## src/rtl/core/pfa_pkg.sv

```systemverilog
// Shared types and constants for the paged frame allocator.
// Depends on nothing; imported by the top level.
package pfa_pkg;

    // Parameter defaults
    localparam int DEF_NUM_FRAMES = 32;
    localparam int DEF_MAX_PAGES  = 16;
    localparam int DEF_PAGE_BYTES = 1024;

    // Fixed field widths
    localparam int OWNER_W     = 8;
    localparam int MEM_SIZE_W  = 16;
    localparam int OUT_FRAME_W = 5;
    localparam int PAGE_IDX_W  = 4;

    // Pick list: one entry per page an item can return
    localparam int PICK_DEPTH = 16;
    localparam int PICK_AW    = 4;
    localparam int PCNT_W     = 5;   // holds 0..PICK_DEPTH

    localparam logic CMD_ALLOC = 1'b0;
    localparam logic CMD_FREE  = 1'b1;

    typedef enum logic [1:0] {
        STAT_OK    = 2'd0,
        STAT_NOFIT = 2'd1,
        STAT_LIMIT = 2'd2
    } status_t;

    typedef enum logic [2:0] {
        ST_IDLE,
        ST_COUNT,
        ST_SCAN,
        ST_OUT,
        ST_RESP
    } state_t;

    typedef struct packed {
        status_t                  status;
        logic                     page_valid;
        logic [PAGE_IDX_W-1:0]    page_index;
        logic [OUT_FRAME_W-1:0]   frame_index;
        logic                     last;
    } result_t;

endpackage

```

## src/rtl/core/paged_frame_allocator_unit.sv

```systemverilog
// Paged frame allocator top level: sequencer, free map, pick list, output register.
// Uses pfa_pkg, pfa_alu and pfa_ram. Reset (rst_n low) marks every frame free.
// Free item: accepted, then ST_RESP loads its result once the output register is free.
// Allocate item: count steps, then a scan over up to NUM_FRAMES frames, then one result
//   per page, all through the one shared add/compare unit.
// Not ready while an item is in work; the output register holds a result meanwhile.
module paged_frame_allocator_unit
    import pfa_pkg::*;
#(
    parameter int NUM_FRAMES = DEF_NUM_FRAMES,
    parameter int MAX_PAGES  = DEF_MAX_PAGES,
    parameter int PAGE_BYTES = DEF_PAGE_BYTES
) (
    input  logic        clk,
    input  logic        rst_n,
    // input item
    input  logic        s_tvalid,
    output logic        s_tready,
    input  logic [31:0] s_tdata,   // owner[7:0], mem_size[23:8], frame[28:24], zero pad
    input  logic        s_tuser,   // cmd
    input  logic        s_tlast,   // free_last
    // result item
    output logic        m_tvalid,
    input  logic        m_tready,
    output logic [15:0] m_tdata,   // status[1:0], page_valid[2], page_index[6:3],
                                   // frame_index[11:7], zero pad
    output logic        m_tlast    // last
);

    // Page count is capped by the pick list depth as well as MAX_PAGES.
    localparam int PAGE_LIMIT  = (MAX_PAGES < PICK_DEPTH) ? MAX_PAGES : PICK_DEPTH;
    localparam int LIMIT_BYTES = PAGE_LIMIT * PAGE_BYTES;
    localparam int ACC_W       = $clog2(LIMIT_BYTES + 1);
    localparam int UNIT_W      = (ACC_W > MEM_SIZE_W) ? ACC_W : MEM_SIZE_W;
    localparam int FIDX_W      = $clog2(NUM_FRAMES);
    localparam int FCNT_W      = $clog2(NUM_FRAMES + 1);

    // Unpack the input item
    logic [OWNER_W-1:0]     in_owner;
    logic [MEM_SIZE_W-1:0]  in_size;
    logic [OUT_FRAME_W-1:0] in_frame;

    assign in_owner = s_tdata[7:0];
    assign in_size  = s_tdata[23:8];
    assign in_frame = s_tdata[28:24];

    // Only free versus taken is ever observed, so each frame keeps one busy bit:
    // a frame is busy when a nonzero owner tag was written into it.
    logic [NUM_FRAMES-1:0]  busy_reg, busy_next;

    state_t                 state_reg, state_next;
    logic                   owner_nz_reg, owner_nz_next;
    logic [MEM_SIZE_W-1:0]  size_reg, size_next;
    logic [UNIT_W-1:0]      acc_reg, acc_next;
    logic [PCNT_W-1:0]      pages_reg, pages_next;
    logic [FCNT_W-1:0]      idx_reg, idx_next;
    logic [PCNT_W-1:0]      found_reg, found_next;
    logic [PICK_AW-1:0]     page_reg, page_next;
    result_t                resp_reg, resp_next;
    logic                   out_valid_reg, out_valid_next;
    result_t                out_data_reg, out_data_next;

    // Shared unit operands
    logic [UNIT_W-1:0]      alu_add_a, alu_add_b, alu_cmp_a, alu_cmp_b, alu_sum;
    logic                   alu_ge;

    // Pick list port
    logic                   ram_wr_en, ram_rd_en;
    logic [PICK_AW-1:0]     ram_wr_addr, ram_rd_addr;
    logic [FIDX_W-1:0]      ram_wr_data, ram_rd_data;

    // Frame number width conversions
    logic [FIDX_W+OUT_FRAME_W-1:0] free_wide;
    logic [FIDX_W-1:0]             free_idx;
    logic [FIDX_W+OUT_FRAME_W-1:0] pick_wide;
    logic [OUT_FRAME_W-1:0]        pick_frame;
    logic                          free_in_range;
    logic                          slot_free;

    assign free_wide     = {{FIDX_W{1'b0}}, in_frame};
    assign free_idx      = free_wide[FIDX_W-1:0];
    assign pick_wide     = {{OUT_FRAME_W{1'b0}}, ram_rd_data};
    assign pick_frame    = pick_wide[OUT_FRAME_W-1:0];
    assign free_in_range = (32'(in_frame) < NUM_FRAMES);

    // Output register takes a new result when empty or being drained.
    assign slot_free = !out_valid_reg || m_tready;

    pfa_alu #(
        .WIDTH (UNIT_W)
    ) u_alu (
        .add_a (alu_add_a),
        .add_b (alu_add_b),
        .cmp_a (alu_cmp_a),
        .cmp_b (alu_cmp_b),
        .sum   (alu_sum),
        .ge    (alu_ge)
    );

    pfa_ram #(
        .WIDTH (FIDX_W),
        .DEPTH (PICK_DEPTH)
    ) u_pick_ram (
        .clk     (clk),
        .wr_en   (ram_wr_en),
        .wr_addr (ram_wr_addr),
        .wr_data (ram_wr_data),
        .rd_en   (ram_rd_en),
        .rd_addr (ram_rd_addr),
        .rd_data (ram_rd_data)
    );

    // Operand selection for the shared unit, per phase:
    //   count: step the byte total by one page, test it against the size
    //   scan:  advance the frame index, test found pages against the count
    //   out:   advance the page number, test for the final page
    always_comb
    begin
        alu_add_a = acc_reg;
        alu_add_b = UNIT_W'(PAGE_BYTES);
        alu_cmp_a = acc_reg;
        alu_cmp_b = UNIT_W'(size_reg);
        case (state_reg)
            ST_SCAN:
            begin
                alu_add_a = UNIT_W'(idx_reg);
                alu_add_b = UNIT_W'(1);
                alu_cmp_a = UNIT_W'(found_reg);
                alu_cmp_b = UNIT_W'(pages_reg);
            end
            ST_OUT:
            begin
                alu_add_a = UNIT_W'(page_reg);
                alu_add_b = UNIT_W'(1);
                alu_cmp_a = UNIT_W'(page_reg);
                alu_cmp_b = UNIT_W'(pages_reg - PCNT_W'(1));
            end
            default:
            begin
                alu_add_a = acc_reg;
                alu_add_b = UNIT_W'(PAGE_BYTES);
                alu_cmp_a = acc_reg;
                alu_cmp_b = UNIT_W'(size_reg);
            end
        endcase
    end

    // Sequencer: next state and datapath control
    always_comb
    begin
        state_next     = state_reg;
        busy_next      = busy_reg;
        owner_nz_next  = owner_nz_reg;
        size_next      = size_reg;
        acc_next       = acc_reg;
        pages_next     = pages_reg;
        idx_next       = idx_reg;
        found_next     = found_reg;
        page_next      = page_reg;
        resp_next      = resp_reg;
        out_valid_next = out_valid_reg && !m_tready;
        out_data_next  = out_data_reg;
        s_tready       = 1'b0;
        ram_wr_en      = 1'b0;
        ram_wr_addr    = found_reg[PICK_AW-1:0];
        ram_wr_data    = idx_reg[FIDX_W-1:0];
        ram_rd_en      = 1'b0;
        ram_rd_addr    = '0;

        case (state_reg)
            ST_IDLE:
            begin
                s_tready = 1'b1;
                if (s_tvalid)
                begin
                    if (s_tuser == CMD_FREE)
                    begin
                        // Release one frame; out-of-range frames are left alone
                        if (free_in_range)
                        begin
                            busy_next[free_idx] = 1'b0;
                        end
                        resp_next  = '{STAT_OK, 1'b0, '0, in_frame, s_tlast};
                        state_next = ST_RESP;
                    end
                    else
                    begin
                        owner_nz_next = |in_owner;
                        size_next     = in_size;
                        acc_next      = '0;
                        pages_next    = '0;
                        state_next    = ST_COUNT;
                    end
                end
            end

            ST_COUNT:
            begin
                // Round the size up to pages one page at a time
                if (alu_ge)
                begin
                    if (pages_reg == '0)
                    begin
                        resp_next  = '{STAT_OK, 1'b0, '0, '0, 1'b1};
                        state_next = ST_RESP;
                    end
                    else
                    begin
                        idx_next   = '0;
                        found_next = '0;
                        state_next = ST_SCAN;
                    end
                end
                else if (pages_reg == PCNT_W'(PAGE_LIMIT))
                begin
                    resp_next  = '{STAT_LIMIT, 1'b0, '0, '0, 1'b1};
                    state_next = ST_RESP;
                end
                else
                begin
                    acc_next   = alu_sum;
                    pages_next = pages_reg + PCNT_W'(1);
                end
            end

            ST_SCAN:
            begin
                // First fit: one frame a cycle in index order
                if (alu_ge)
                begin
                    ram_rd_en   = 1'b1;
                    ram_rd_addr = '0;
                    page_next   = '0;
                    state_next  = ST_OUT;
                end
                else if (idx_reg == FCNT_W'(NUM_FRAMES))
                begin
                    resp_next  = '{STAT_NOFIT, 1'b0, '0, '0, 1'b1};
                    state_next = ST_RESP;
                end
                else
                begin
                    if (!busy_reg[idx_reg[FIDX_W-1:0]])
                    begin
                        ram_wr_en  = 1'b1;
                        found_next = found_reg + PCNT_W'(1);
                    end
                    idx_next = alu_sum[FCNT_W-1:0];
                end
            end

            ST_OUT:
            begin
                // Emit one entry per page and claim its frame if the owner tag is nonzero; prefetch the next pick
                if (slot_free)
                begin
                    out_valid_next = 1'b1;
                    out_data_next  = '{STAT_OK, 1'b1, page_reg, pick_frame, alu_ge};
                    if (owner_nz_reg)
                    begin
                        busy_next[ram_rd_data] = 1'b1;
                    end
                    if (alu_ge)
                    begin
                        state_next = ST_IDLE;
                    end
                    else
                    begin
                        ram_rd_en   = 1'b1;
                        ram_rd_addr = alu_sum[PICK_AW-1:0];
                        page_next   = alu_sum[PICK_AW-1:0];
                    end
                end
            end

            ST_RESP:
            begin
                // Single result of a free, an empty request or a refusal
                if (slot_free)
                begin
                    out_valid_next = 1'b1;
                    out_data_next  = resp_reg;
                    state_next     = ST_IDLE;
                end
            end

            default:
            begin
                state_next = ST_IDLE;
            end
        endcase
    end

    // Control state
    always_ff @(posedge clk or negedge rst_n)
    begin
        if (!rst_n)
        begin
            state_reg     <= ST_IDLE;
            busy_reg      <= '0;
            out_valid_reg <= 1'b0;
        end
        else
        begin
            state_reg     <= state_next;
            busy_reg      <= busy_next;
            out_valid_reg <= out_valid_next;
        end
    end

    // Payload and work registers
    always_ff @(posedge clk)
    begin
        owner_nz_reg <= owner_nz_next;
        size_reg     <= size_next;
        acc_reg      <= acc_next;
        pages_reg    <= pages_next;
        idx_reg      <= idx_next;
        found_reg    <= found_next;
        page_reg     <= page_next;
        resp_reg     <= resp_next;
        out_data_reg <= out_data_next;
    end

    assign m_tvalid = out_valid_reg;
    assign m_tdata  = {4'b0000, out_data_reg.frame_index, out_data_reg.page_index,
                       out_data_reg.page_valid, out_data_reg.status};
    assign m_tlast  = out_data_reg.last;

`ifndef SYNTH
    // The scan never records more frames than the request needs.
    a_found_bound: assert property (@(posedge clk) disable iff (!rst_n)
        (state_reg == ST_SCAN) |-> (found_reg <= pages_reg))
        else $error("pick count ran past the page count");

    // Scanning only reads the free map.
    a_scan_no_write: assert property (@(posedge clk) disable iff (!rst_n)
        (state_reg == ST_SCAN) |=> $stable(busy_reg))
        else $error("free map changed during scan");

    // Every frame handed out was free when picked.
    a_pick_free: assert property (@(posedge clk) disable iff (!rst_n)
        (state_reg == ST_OUT && slot_free) |-> !busy_reg[ram_rd_data])
        else $error("allocated a frame that is already taken");

    // Page numbers stay below the page count while emitting.
    a_page_bound: assert property (@(posedge clk) disable iff (!rst_n)
        (state_reg == ST_OUT) |-> (PCNT_W'(page_reg) < pages_reg))
        else $error("page number past the page count");
`endif

endmodule

```

## src/rtl/core/pfa_ram.sv

```systemverilog
// Generic single-write, single-read RAM with registered read data.
// Depends on nothing; holds the list of picked frames.
module pfa_ram #(
    parameter int WIDTH = 8,
    parameter int DEPTH = 16
) (
    input  logic                     clk,
    input  logic                     wr_en,
    input  logic [$clog2(DEPTH)-1:0] wr_addr,
    input  logic [WIDTH-1:0]         wr_data,
    input  logic                     rd_en,
    input  logic [$clog2(DEPTH)-1:0] rd_addr,
    output logic [WIDTH-1:0]         rd_data
);

    logic [WIDTH-1:0] mem_reg [DEPTH];
    logic [WIDTH-1:0] rd_data_reg;

    always_ff @(posedge clk)
    begin
        if (wr_en)
        begin
            mem_reg[wr_addr] <= wr_data;
        end
        if (rd_en)
        begin
            rd_data_reg <= mem_reg[rd_addr];
        end
    end

    assign rd_data = rd_data_reg;

endmodule

```

## src/rtl/core/pfa_alu.sv

```systemverilog
// Shared add-and-compare unit used by the count, scan and out phases of the sequencer.
// Depends on nothing; operands are picked by the top-level sequencer.
module pfa_alu #(
    parameter int WIDTH = 16
) (
    input  logic [WIDTH-1:0] add_a,
    input  logic [WIDTH-1:0] add_b,
    input  logic [WIDTH-1:0] cmp_a,
    input  logic [WIDTH-1:0] cmp_b,
    output logic [WIDTH-1:0] sum,
    output logic             ge
);

    assign sum = add_a + add_b;
    assign ge  = (cmp_a >= cmp_b);

endmodule
```

## config.mk

```make
export PLATFORM = sky130hd
export DESIGN_NAME = paged_frame_allocator_unit
export DESIGN_NICKNAME = d
export VERILOG_FILES = /design/src/rtl/core/pfa_pkg.sv /design/src/rtl/core/paged_frame_allocator_unit.sv /design/src/rtl/core/pfa_ram.sv /design/src/rtl/core/pfa_alu.sv
export SDC_FILE = /design/constraint.sdc
export NUM_CORES = 1
export LEC_CHECK = 0
export ABC_CLOCK_PERIOD_IN_PS = 4000
export BUFFER_PORTS_ARGS = -buffer_cell sky130_fd_sc_hd__buf_2
export CORE_ASPECT_RATIO = 0.6
export CORE_MARGIN = 2
export CORE_UTILIZATION = 45
export CTS_BUF_LIST = sky130_fd_sc_hd__clkbuf_8
export DETAILED_ROUTE_END_ITERATION = 8
export HOLD_SLACK_MARGIN = 0.03
export PLACE_DENSITY = 0.73
export RECOVER_POWER = 50
export SLEW_MARGIN = 10
export SYNTH_ARGS = -nofsm -noshare
export SYNTH_HDL_FRONTEND = slang
export SYNTH_SLANG_ARGS = --single-unit
```

## constraint.sdc

```tcl
create_clock -name clk -period 4 [get_ports clk]
set_input_delay 0.6 -clock clk [delete_from_list [all_inputs] [get_ports clk]]
set_output_delay 0.6 -clock clk [all_outputs]
set_load 0.02 [all_outputs]
```

==> results of run 1 <==
## what timing repair did
item | CTS | global route
setup endpoints to repair | 0 | 95
gates resized for setup | 0 | 21
setup buffers | 0 | 8
## through the flow
stage / hold WS [ps] / setup WS, ps / TNS (ps) / utilization [%]
2_1_floorplan: 304 / 28.7 / 0 / -
3_3_place_gp: 484 / 102 / 0 / 50.4
3_5_place_dp: 490 / 61.9 / 0 / 50.4
4_1_cts: 193 / 6.77 / 0 / 52.3
5_1_grt: 265 / -71.3 / -3230 / 53.1
6_report: 281 / 96.0 / 0 / 53.1
## worst register-to-register path, cell delays in order, from the launching register on
cell and delay (ps):
sky130_fd_sc_hd__dfrtp_2 430, sky130_fd_sc_hd__nor2b_2 140, sky130_fd_sc_hd__nand2_2 100, sky130_fd_sc_hd__nor4b_4 310
sky130_fd_sc_hd__buf_4 220, sky130_fd_sc_hd__a21oi_1 50, sky130_fd_sc_hd__ha_1 300, sky130_fd_sc_hd__a21o_1 190
sky130_fd_sc_hd__a21o_1 170, sky130_fd_sc_hd__a221o_1 390, sky130_fd_sc_hd__a21oi_4 230, sky130_fd_sc_hd__nand3_2 130
sky130_fd_sc_hd__buf_12 170, sky130_fd_sc_hd__mux2_1 350, sky130_fd_sc_hd__a221o_1 310, sky130_fd_sc_hd__a22o_1 190
## final cells by class
cell class,instances,share of cell area [%]
Timing Repair Buffer,112,7.27
Sequential cell,195,53.5
Clock buffer,17,2.21
Tap cell,273,3.22
Inverter,9,0.318
Multi-Input combinational cell,515,32.1
Clock inverter,15,1.39
## cells by family after synthesis
kind of cell    share of synthesized area [%]
compound gates                           10.1
xor+xnor                                 2.39
fa+ha+maj                                3.28
buf+inv                                  2.32
flops                                    61.9
mux                                      5.24
other cells                            0.0409
simple gates                             14.8
## metal layers
layer	track usage [%]	vias to the layer above	part of all wire [%]
li1	-	2964	-
met1	34.5	3158	48
met2	28.6	357	39
met3	7.36	31	11
met4	5.67	0	1.6
met5	0	-	0
## power breakdown
group / switching [mW] / leakage, nW / internal (mW)
sequential: 0.200 / 1.95 / 2.62
clock: 0.763 / 0.184 / 0.509
combinational: 1.25 / 1.87 / 0.689
total: 2.22 / 4.01 / 3.82
## cell usage in the layout (no fill, tap or decap), types with 4 or more instances in the layout
master,instances
sky130_fd_sc_hd__nand2_1,91
sky130_fd_sc_hd__buf_2,48
sky130_fd_sc_hd__dfrtp_1,35
sky130_fd_sc_hd__nand4_1,5
sky130_fd_sc_hd__xor2_1,15
sky130_fd_sc_hd__mux2_2,6
sky130_fd_sc_hd__and3_1,18
sky130_fd_sc_hd__mux4_2,14
sky130_fd_sc_hd__nand3_1,29
sky130_fd_sc_hd__xnor2_1,10
sky130_fd_sc_hd__mux2i_1,6
sky130_fd_sc_hd__buf_12,4
sky130_fd_sc_hd__inv_8,4
sky130_fd_sc_hd__nand3b_1,5
sky130_fd_sc_hd__buf_4,52
sky130_fd_sc_hd__or3_1,5
sky130_fd_sc_hd__inv_1,10
sky130_fd_sc_hd__edfxtp_1,159
sky130_fd_sc_hd__nor2_1,62
sky130_fd_sc_hd__nor3_2,5
sky130_fd_sc_hd__clkinvlp_4,5
sky130_fd_sc_hd__clkbuf_8,17
sky130_fd_sc_hd__nor2b_1,4
sky130_fd_sc_hd__a22o_1,5
sky130_fd_sc_hd__nand2b_1,13
sky130_fd_sc_hd__a31oi_2,4
sky130_fd_sc_hd__a311o_1,4
sky130_fd_sc_hd__o211ai_1,7
sky130_fd_sc_hd__ha_1,24
sky130_fd_sc_hd__a221o_1,5
sky130_fd_sc_hd__clkbuf_1,4
sky130_fd_sc_hd__o21a_1,4
sky130_fd_sc_hd__conb_1,4
sky130_fd_sc_hd__and2_1,22
sky130_fd_sc_hd__a21oi_1,36
sky130_fd_sc_hd__o21ai_0,73
## worst max-delay path by stage
stage / from / end / slack [ps]
after floorplan: state_reg[2] / u_pick_ram.rd_data[3] / 30
after global placement: state_reg[2] / u_pick_ram.rd_data[0] / 100
after detailed placement: state_reg[2] / u_pick_ram.rd_data[0] / 60
after CTS: state_reg[2] / u_pick_ram.rd_data[0] / 7
after global routing: state_reg[2] / u_pick_ram.mem_reg[3][2] / -70
final: state_reg[2] / u_pick_ram.rd_data[2] / 100
==> impl_table.tex, run 1 <==
\begin{tabular}{lr}
\hline
Metric & Value \\
\hline
\multicolumn{2}{l}{\textbf{Run status}} \\
\quad Outcome & finished with violations \\
\quad Violations in the final reports & max-capacitance violations, max-slew violations \\
\multicolumn{2}{l}{\textbf{Place}} \\
\quad Last weighted congestion value of the routability-driven placer & 0.864 \\
\quad Input/output buffers & 49 \\
\quad Instance count after placement with tap cells included & 1095 \\
\quad Placement Cell Area & between 0.01 and 0.015 mm2 \\
\quad DPL Wire Length & 15900 um \\
\multicolumn{2}{l}{\textbf{Floorplan}} \\
\quad Core region area & 0.0200 mm2 \\
\quad Cell Rows & 40 \\
\quad Count of pins on the block boundary & 57 \\
\quad Die Y-Extent & 115 um \\
\quad Die area & 0.0216 mm2 \\
\quad Die boundary width & between 150 and 200 um \\
\quad Initial Util & 45.9\% \\
\multicolumn{2}{l}{\textbf{Cells and area}} \\
\quad Share of post-route cells with drive strength above 1 & 21.3\% \\
\quad Growth of design area from synthesis to finish & 15.7\% \\
\quad Post-route standard cell area excluding fillers & 0.0106 mm2 \\
\quad Total area of multi-input combinational cells & 0.00340 mm2 \\
\quad Count of filler cells inserted in the layout & approximately 1700 \\
\quad Number of standard cells in the final layout excluding fillers & 1136 \\
\quad Number of nets in the layout & approximately 910 \\
\quad Largest register FFs & 80 \\
\quad Antenna Diode Count & 0 \\
\quad Register Area & 0.00568 mm2 \\
\multicolumn{2}{l}{\textbf{Drt}} \\
\quad Drt first pass iters & 5 \\
\quad First DRT Iteration DRCs & 816 \\
\quad Wirelength, routed & about 23000 um \\
\quad Wire per inst & 20.1 um \\
\quad Total vias in the final route & 6510 \\
\quad Number of DRC violations after detailed routing & 0 \\
\quad Antenna Nets Post-Route & 0 \\
\quad Routed vias/inst & 5.73 \\
\multicolumn{2}{l}{\textbf{Timing}} \\
\quad Transition time of the tightest slew-check pin & 1890 ps \\
\quad Hold violation total from the final report & 0 \\
\quad Worst setup skew after layout & 19.8 ps \\
\quad Final min period & 3900 ps \\
\quad FMAX & 0.256 GHz \\
\quad Worst slew margin relative to its limit & -26.1\% \\
\quad Final period utilization & 97.6\% \\
\quad Number of setup violations in the final report & 0 \\
\quad RSZ-0062 raised after global routing & yes \\
\quad Final max-slew violation count & 37 \\
\multicolumn{2}{l}{\textbf{Yosys}} \\
\quad Most frequently used flop master after synthesis & sky130\_fd\_sc\_hd\_\_edfxtp\_1 \\
\quad Cell taking the most area after synthesis & sky130\_fd\_sc\_hd\_\_edfxtp\_1 \\
\quad Seq/Total Area, Yosys & 61.9\% \\
\quad Synth top area cells & sky130\_fd\_sc\_hd\_\_edfxtp\_1 (52\%), sky130\_fd\_sc\_hd\_\_dfrtp\_1 (9.8\%), sky130\_fd\_sc\_hd\_\_o21ai\_0 (4.1\%) \\
\quad Share of flip-flops with an asynchronous set or reset after synthesis & 18.5\% \\
\quad Count of warnings emitted by yosys & 0 \\
\quad Share of the synthesized area in the top cell type & 52.1\% \\
\quad Yosys cell types & 55 \\
\quad Synthesis-stage register bit count & 195 \\
\quad Post-synth EDFFs & 159 \\
\quad Avg Synthesized Cell Area & 12.2 um2 \\
\quad Cell area after synthesis & $\sim$0.0092 mm2 \\
\quad Ranking of synthesized cells by instance count & sky130\_fd\_sc\_hd\_\_edfxtp\_1 (159), sky130\_fd\_sc\_hd\_\_nand2\_1 (92), sky130\_fd\_sc\_hd\_\_o21ai\_0 (75) \\
\quad Cells after Synth & 754 \\
\quad Most common cell in the netlist & sky130\_fd\_sc\_hd\_\_edfxtp\_1 \\
\multicolumn{2}{l}{\textbf{CTS}} \\
\quad CTS H-tree depth & 4 \\
\quad Clock insertion delay at the later pin of the skew report & 500 ps \\
\quad Sink Count & $\sim$200 \\
\quad Total CTS buffers & 17 \\
\quad Clock tree from TritonCTS & done \\
\quad CTS Buffer Depth & 2 \\
\quad Worst-path clk slew & roughly 110 ps \\
\quad Clock Tree Root & sky130\_fd\_sc\_hd\_\_clkbuf\_8 \\
\quad \# hold bufs at CTS & 0 \\
\multicolumn{2}{l}{\textbf{Critical path}} \\
\quad Crit Reg-Reg Startpoint & state\_reg[2] \\
\quad Class of the most critical setup path & register to register \\
\quad Max FO, Critical Path & 9 \\
\quad CP Data Arrival Time & approximately 4200 ps \\
\quad Element type at the critical path end & register \\
\quad Standard cell with the maximum stage delay on the critical path & sky130\_fd\_sc\_hd\_\_dfrtp\_2 \\
\quad Buf+Inv Stages, Crit Path & 2 \\
\quad Cell-by-cell trace of the critical path & nor2b\_2, nand2\_2, nor4b\_4, buf\_4, a21oi\_1, ha\_1, a21o\_1, a21o\_1, a221o\_1, a21oi\_4, nand3\_2, buf\_12, mux2\_1, a221o\_1, a22o\_1 \\
\quad Stage delay of the slowest cell on the critical path & around 430 ps \\
\quad R2r endpoint & u\_pick\_ram.rd\_data[2] \\
\quad Worst path required time & between 4000 and 5000 ps \\
\quad Reg2reg path depth & 15 \\
\quad Worst setup SP type & register \\
\quad Reg-to-reg slack, setup & 100 ps \\
\quad Delay-heaviest family, CP & compound AO/OA/AOI/OAI gates \\
\quad Levels on crit path & 15 \\
\multicolumn{2}{l}{\textbf{Power and ir drop}} \\
\quad Overall power of the completed layout & 6.04 mW \\
\quad Power per cell area & 569 mW/mm2 \\
\quad Worst ir drop on vdd & 0.000310 V \\
\quad Leakage & 4.01 nW \\
\multicolumn{2}{l}{\textbf{Hold path}} \\
\quad Cell depth of the worst min-delay path & 1 \\
\quad Worst min path class & primary input to register \\
\quad Hold path start & s\_tdata[13] \\
\quad WHS Endpoint & size\_reg[5] \\
\multicolumn{2}{l}{\textbf{Global routing}} \\
\quad Pin count of the biggest net entering global routing & 44 \\
\quad Global-route wire length before repair & $\sim$35000 um \\
\quad Vias in the first global route & 6150 \\
\quad Total global-route track usage & between 20\% and 30\% \\
\quad Global route total overflow & 0 \\
\quad Number of antenna violations at the first check in global routing & 2 \\
\multicolumn{2}{l}{\textbf{Job}} \\
\quad Maximum Capacitance Violations & 1 \\
\hline
\end{tabular}
No activity file was read; power rests on OpenSTA's default activity.
==> inputs of run 2 (changes only) <==
--- a/config.mk
+++ b/config.mk
@@ -8,7 +8,7 @@
 export ABC_CLOCK_PERIOD_IN_PS = 4000
 export BUFFER_PORTS_ARGS = -buffer_cell sky130_fd_sc_hd__buf_2
 export CORE_ASPECT_RATIO = 0.6
-export CORE_MARGIN = 2
+export CORE_MARGIN = 3
 export CORE_UTILIZATION = 45
 export CTS_BUF_LIST = sky130_fd_sc_hd__clkbuf_8
 export DETAILED_ROUTE_END_ITERATION = 8
@@ -18,4 +18,5 @@
 export SLEW_MARGIN = 10
 export SYNTH_ARGS = -nofsm -noshare
 export SYNTH_HDL_FRONTEND = slang
+export SYNTH_HIERARCHICAL = 1
 export SYNTH_SLANG_ARGS = --single-unit
==> run 2 against run 1 <==
  * The flow finishes with violations (max-capacitance violations, max-slew violations, negative setup slack)
  * Synthesized cell count rose by 7.3%
  * Cell count rose by 8.5%
  * Non-clock buffer count rose by 16
  * Flip-flop and latch count did not move
  * Power rose by 25%
  * Largest cell class unchanged
  * Largest power group is now combinational logic
==> impl_table.tex, run 2 <==
\begin{tabular}{lr}
\hline
Metric & Value \\
\hline
\multicolumn{2}{l}{\textbf{Drt}} \\
\quad Antenna Nets Post-Route & 0 (unchanged) \\
\quad Wire per inst & 19.2 um (was 20.1 um) \\
\quad Routed vias/inst & 5.66 (was 5.73) \\
\quad Total vias in the final route & 6977 (was 6510) \\
\quad Wirelength, routed & 23700 um (was 22900 um) \\
\quad First DRT Iteration DRCs & 796 (was 816) \\
\quad Drt first pass iters & 5 (unchanged) \\
\quad Number of DRC violations after detailed routing & 0 (unchanged) \\
\multicolumn{2}{l}{\textbf{Floorplan}} \\
\quad Core region area & 0.0211 mm2 (was 0.0200 mm2) \\
\quad Count of pins on the block boundary & 57 (unchanged) \\
\quad Die Y-Extent & 120 um (was 115 um) \\
\quad Die area & 0.0235 mm2 (was 0.0216 mm2) \\
\quad Die boundary width & 196 um (was 188 um) \\
\quad Initial Util & 46.1\% (was 45.9\%) \\
\quad Cell Rows & 41 (was 40) \\
\multicolumn{2}{l}{\textbf{CTS}} \\
\quad Total CTS buffers & 17 (unchanged) \\
\quad CTS Buffer Depth & 2 (unchanged) \\
\quad Sink Count & 195 (unchanged) \\
\quad Worst-path clk slew & 110 ps (about the same) \\
\quad \# hold bufs at CTS & 0 (unchanged) \\
\quad Clock tree from TritonCTS & done (unchanged) \\
\quad Clock insertion delay at the later pin of the skew report & 470 ps (was 500 ps) \\
\quad CTS H-tree depth & 4 (unchanged) \\
\quad Clock Tree Root & sky130\_fd\_sc\_hd\_\_clkbuf\_8 (unchanged) \\
\multicolumn{2}{l}{\textbf{Global routing}} \\
\quad Global-route wire length before repair & 36300 um (was 35400 um) \\
\quad Number of antenna violations at the first check in global routing & 0 (was 2) \\
\quad Total global-route track usage & 20.2\% (was 22.0\%) \\
\quad Global route total overflow & 0 (unchanged) \\
\quad Vias in the first global route & 6459 (was 6150) \\
\quad Pin count of the biggest net entering global routing & 37 (was 44) \\
\multicolumn{2}{l}{\textbf{Timing}} \\
\quad Worst setup skew after layout & 15.6 ps (was 19.8 ps) \\
\quad Transition time of the tightest slew-check pin & 1980 ps (was 1890 ps) \\
\quad Number of setup violations in the final report & 30 (was 0) \\
\quad Worst slack on hold paths & 291 ps (was 281 ps) \\
\quad Setup slack of the critical path after layout & -110 ps (was 96.0 ps) \\
\quad Worst slew margin relative to its limit & -32.3\% (was -26.1\%) \\
\quad FMAX & 0.243 GHz (was 0.256 GHz) \\
\quad Final max-slew violation count & 37 (unchanged) \\
\quad RSZ-0062 raised after global routing & yes (unchanged) \\
\quad Final min period & 4110 ps (was 3900 ps) \\
\quad Final period utilization & 103\% (was 97.6\%) \\
\quad Hold violation total from the final report & 0 (unchanged) \\
\multicolumn{2}{l}{\textbf{Cells and area}} \\
\quad Antenna Diode Count & 0 (unchanged) \\
\quad Largest register FFs & 80 (unchanged) \\
\quad Count of filler cells inserted in the layout & 1771 (was 1729) \\
\quad Most frequent standard cell in the layout excluding fill and tap cells & sky130\_fd\_sc\_hd\_\_edfxtp\_1 (unchanged) \\
\quad Number of standard cells in the final layout excluding fillers & 1233 (was 1136) \\
\quad Leading cell types in the layout, fill and taps excluded & sky130\_fd\_sc\_hd\_\_edfxtp\_1 (159), sky130\_fd\_sc\_hd\_\_nand2\_1 (78), sky130\_fd\_sc\_hd\_\_buf\_4 (60) (was sky130\_fd\_sc\_hd\_\_edfxtp\_1 (159), sky130\_fd\_sc\_hd\_\_nand2\_1 (91), sky130\_fd\_sc\_hd\_\_o21ai\_0 (73)) \\
\quad Share of post-route cells with drive strength above 1 & 24.9\% (was 21.3\%) \\
\quad Total area of multi-input combinational cells & 0.00411 mm2 (was 0.00340 mm2) \\
\quad Register Area & 0.00568 mm2 (about the same) \\
\quad Number of nets in the layout & 1014 (was 912) \\
\quad Growth of design area from synthesis to finish & 19.3\% (was 15.7\%) \\
\multicolumn{2}{l}{\textbf{Critical path}} \\
\quad Worst path required time & 4220 ps (was 4260 ps) \\
\quad Class of the most critical setup path & register to register (unchanged) \\
\quad Element type at the critical path end & register (unchanged) \\
\quad Worst setup SP type & register (unchanged) \\
\quad Reg2reg path depth & 16 (was 15) \\
\quad CP Data Arrival Time & 4330 ps (was 4170 ps) \\
\quad Max FO, Critical Path & 8 (was 9) \\
\multicolumn{2}{l}{\textbf{Place}} \\
\quad DPL Wire Length & 15900 um (about the same) \\
\quad Input/output buffers & 49 (unchanged) \\
\quad Instance count after placement with tap cells included & 1183 (was 1095) \\
\quad Pre-CTS WS & -169 ps (was 61.9 ps) \\
\quad Last weighted congestion value of the routability-driven placer & 0.873 (was 0.864) \\
\multicolumn{2}{l}{\textbf{Power and ir drop}} \\
\quad Total internal power & 4.58 mW (was 3.82 mW) \\
\quad Switching component of the power & 2.94 mW (was 2.22 mW) \\
\quad Leakage & 4.58 nW (was 4.01 nW) \\
\quad Net switching share of the total power & 39.0\% (was 36.7\%) \\
\quad Logic pwr share & 46.3\% (was 32.2\%) \\
\quad Power per cell area & 647 mW/mm2 (was 569 mW/mm2) \\
\quad Sequential share of power & 37.5\% (was 46.8\%) \\
\quad Worst ir drop on vdd & 0.000331 V (was 0.000310 V) \\
\quad Clock power share & 16.1\% (was 21.1\%) \\
\multicolumn{2}{l}{\textbf{Yosys}} \\
\quad Avg Synthesized Cell Area & 12.0 um2 (was 12.2 um2) \\
\quad Share of the synthesized area in the top cell type & 49.0\% (was 52.1\%) \\
\quad Ranking of synthesized cells by instance count & sky130\_fd\_sc\_hd\_\_edfxtp\_1 (159), sky130\_fd\_sc\_hd\_\_nand2\_1 (79), sky130\_fd\_sc\_hd\_\_o21ai\_0 (60) (was sky130\_fd\_sc\_hd\_\_edfxtp\_1 (159), sky130\_fd\_sc\_hd\_\_nand2\_1 (92), sky130\_fd\_sc\_hd\_\_o21ai\_0 (75)) \\
\quad Seq/Total Area, Yosys & 58.3\% (was 61.9\%) \\
\quad Cell taking the most area after synthesis & sky130\_fd\_sc\_hd\_\_edfxtp\_1 (unchanged) \\
\quad Share of flip-flops with an asynchronous set or reset after synthesis & 18.5\% (unchanged) \\
\quad Synthesis-stage register bit count & 195 (unchanged) \\
\quad Yosys cell types & 60 (was 55) \\
\quad Cells after Synth & 809 (was 754) \\
\quad Synth top area cells & sky130\_fd\_sc\_hd\_\_edfxtp\_1 (49\%), sky130\_fd\_sc\_hd\_\_dfrtp\_1 (9.2\%), sky130\_fd\_sc\_hd\_\_mux4\_2 (4.6\%) (was sky130\_fd\_sc\_hd\_\_edfxtp\_1 (52\%), sky130\_fd\_sc\_hd\_\_dfrtp\_1 (9.8\%), sky130\_fd\_sc\_hd\_\_o21ai\_0 (4.1\%)) \\
\quad Most frequently used flop master after synthesis & sky130\_fd\_sc\_hd\_\_edfxtp\_1 (unchanged) \\
\quad Cell area after synthesis & 0.00974 mm2 (was 0.00917 mm2) \\
\quad Post-synth EDFFs & 159 (unchanged) \\
\quad Most common cell in the netlist & sky130\_fd\_sc\_hd\_\_edfxtp\_1 (unchanged) \\
\quad Count of warnings emitted by yosys & 6 (was 0) \\
\multicolumn{2}{l}{\textbf{Job}} \\
\quad Maximum Capacitance Violations & 1 (unchanged) \\
\multicolumn{2}{l}{\textbf{Run status}} \\
\quad Violations in the final reports & max-capacitance violations, max-slew violations, negative setup slack (was max-capacitance violations, max-slew violations) \\
\quad Outcome & finished with violations (unchanged) \\
\multicolumn{2}{l}{\textbf{Hold path}} \\
\quad Worst min path class & primary input to register (unchanged) \\
\quad Cell depth of the worst min-delay path & 1 (unchanged) \\
\hline
\end{tabular}
==> run 2: cell count changes after synthesis, sizes merged, moves of 8 or more <==
cell	change
nand2b	+8
mux2i	+12
nor2b	+17
ha	+10
nor2	-17
a22oi	+13
inv	+19
nand2	-13
and2	+12
==> run 2: cell families after synthesis <==
family,Yosys count,share of synthesized area [%]
compound gates,160,9.85
xor+xnor,24,2.16
fa+ha+maj,35,4.57
buf+inv,61,2.84
flops,195,58.3
mux,40,6.71
other cells,1,0.0385
simple gates,293,15.6
==> run 2: power groups by stage <==
stage / logic, mW / clock network [mW] / registers, mW
floorplan: 2.03 / 0 / 2.86
global placement: 2.96 / 0 / 2.84
detailed placement: 3.04 / 0 / 2.85
CTS: 3.21 / 1.24 / 2.81
global route: 3.78 / 1.32 / 2.85
finish: 3.48 / 1.21 / 2.82
==> run 2: repair_timing <==
action / CTS / global route
endpoints found under the hold margin: 0 / 0
endpoints found under the setup margin: 70 / 85
gates cloned: 3 / 0
buffers inserted: 9 / 7
pin swaps: 5 / 28
resized for setup: 20 / 48
==> run 2: critical path, stage by stage (launching register included) <==
cell and delay, ps:
sky130_fd_sc_hd__dfrtp_1 440, sky130_fd_sc_hd__nor2b_4 150, sky130_fd_sc_hd__inv_2 80, sky130_fd_sc_hd__buf_12 150, sky130_fd_sc_hd__buf_4 170, sky130_fd_sc_hd__and2_4 170
sky130_fd_sc_hd__ha_1 300, sky130_fd_sc_hd__a21o_1 230, sky130_fd_sc_hd__a221oi_2 220, sky130_fd_sc_hd__nand2_1 130, sky130_fd_sc_hd__a41o_1 340, sky130_fd_sc_hd__nor3_2 240
sky130_fd_sc_hd__and2_4 250, sky130_fd_sc_hd__buf_12 160, sky130_fd_sc_hd__mux4_2 540, sky130_fd_sc_hd__a22oi_2 180, sky130_fd_sc_hd__nand3_2 100
==> run 2: final timing paths <==
check / slack, ps / endpoint / start
max in group asynchronous: 2190 / busy_reg[1] / rst_n
setup reg to reg: -110 / u_pick_ram/rd_data[1] / state_reg[2]
hold reg to reg: 510 / busy_reg[16] / busy_reg[16]
setup / recovery: -110 / u_pick_ram/rd_data[1] / state_reg[2]
hold / removal: 290 / size_reg[2] / s_tdata[10]
min in group asynchronous: 680 / busy_reg[23] / rst_n
==> run 2: per-layer routing <==
| layer | part of all wire (%) | wire [um] | global-route usage (%) | vias to the layer above |
|---|---|---|---|---|
| li1 | - | - | - | 3221 |
| met1 | 49 | 11600 | 33.3 | 3404 |
| met2 | 40 | 9560 | 27.1 | 329 |
| met3 | 9.9 | 2350 | 4.32 | 23 |
| met4 | 0.75 | 178 | 3.96 | 0 |
| met5 | 0 | 0 | 0 | - |
==> run 2: area by class of cell <==
type | count | share of cell area [%]
clock buffers | 18 | 2.13
clock inverters | 14 | 1.06
flip-flops and latches | 195 | 48.9
multi-input cells | 571 | 35.3
well taps | 279 | 3.01
inverters | 28 | 0.905
repair buffers | 128 | 8.70
==> run 2: stage by stage <==
step | TNS [ps] | util [%] | power (mW) | instance area, um2
global route | -6220 | 55.0 | 7.96 | 11600
floorplan | 0 | - | 4.89 | 9840
CTS | 0 | 53.8 | 7.26 | 11400
finish | -1080 | 55.0 | 7.52 | 11600
global placement | -771 | 51.0 | 5.81 | 10800
detailed placement | -3950 | 51.0 | 5.89 | 10800
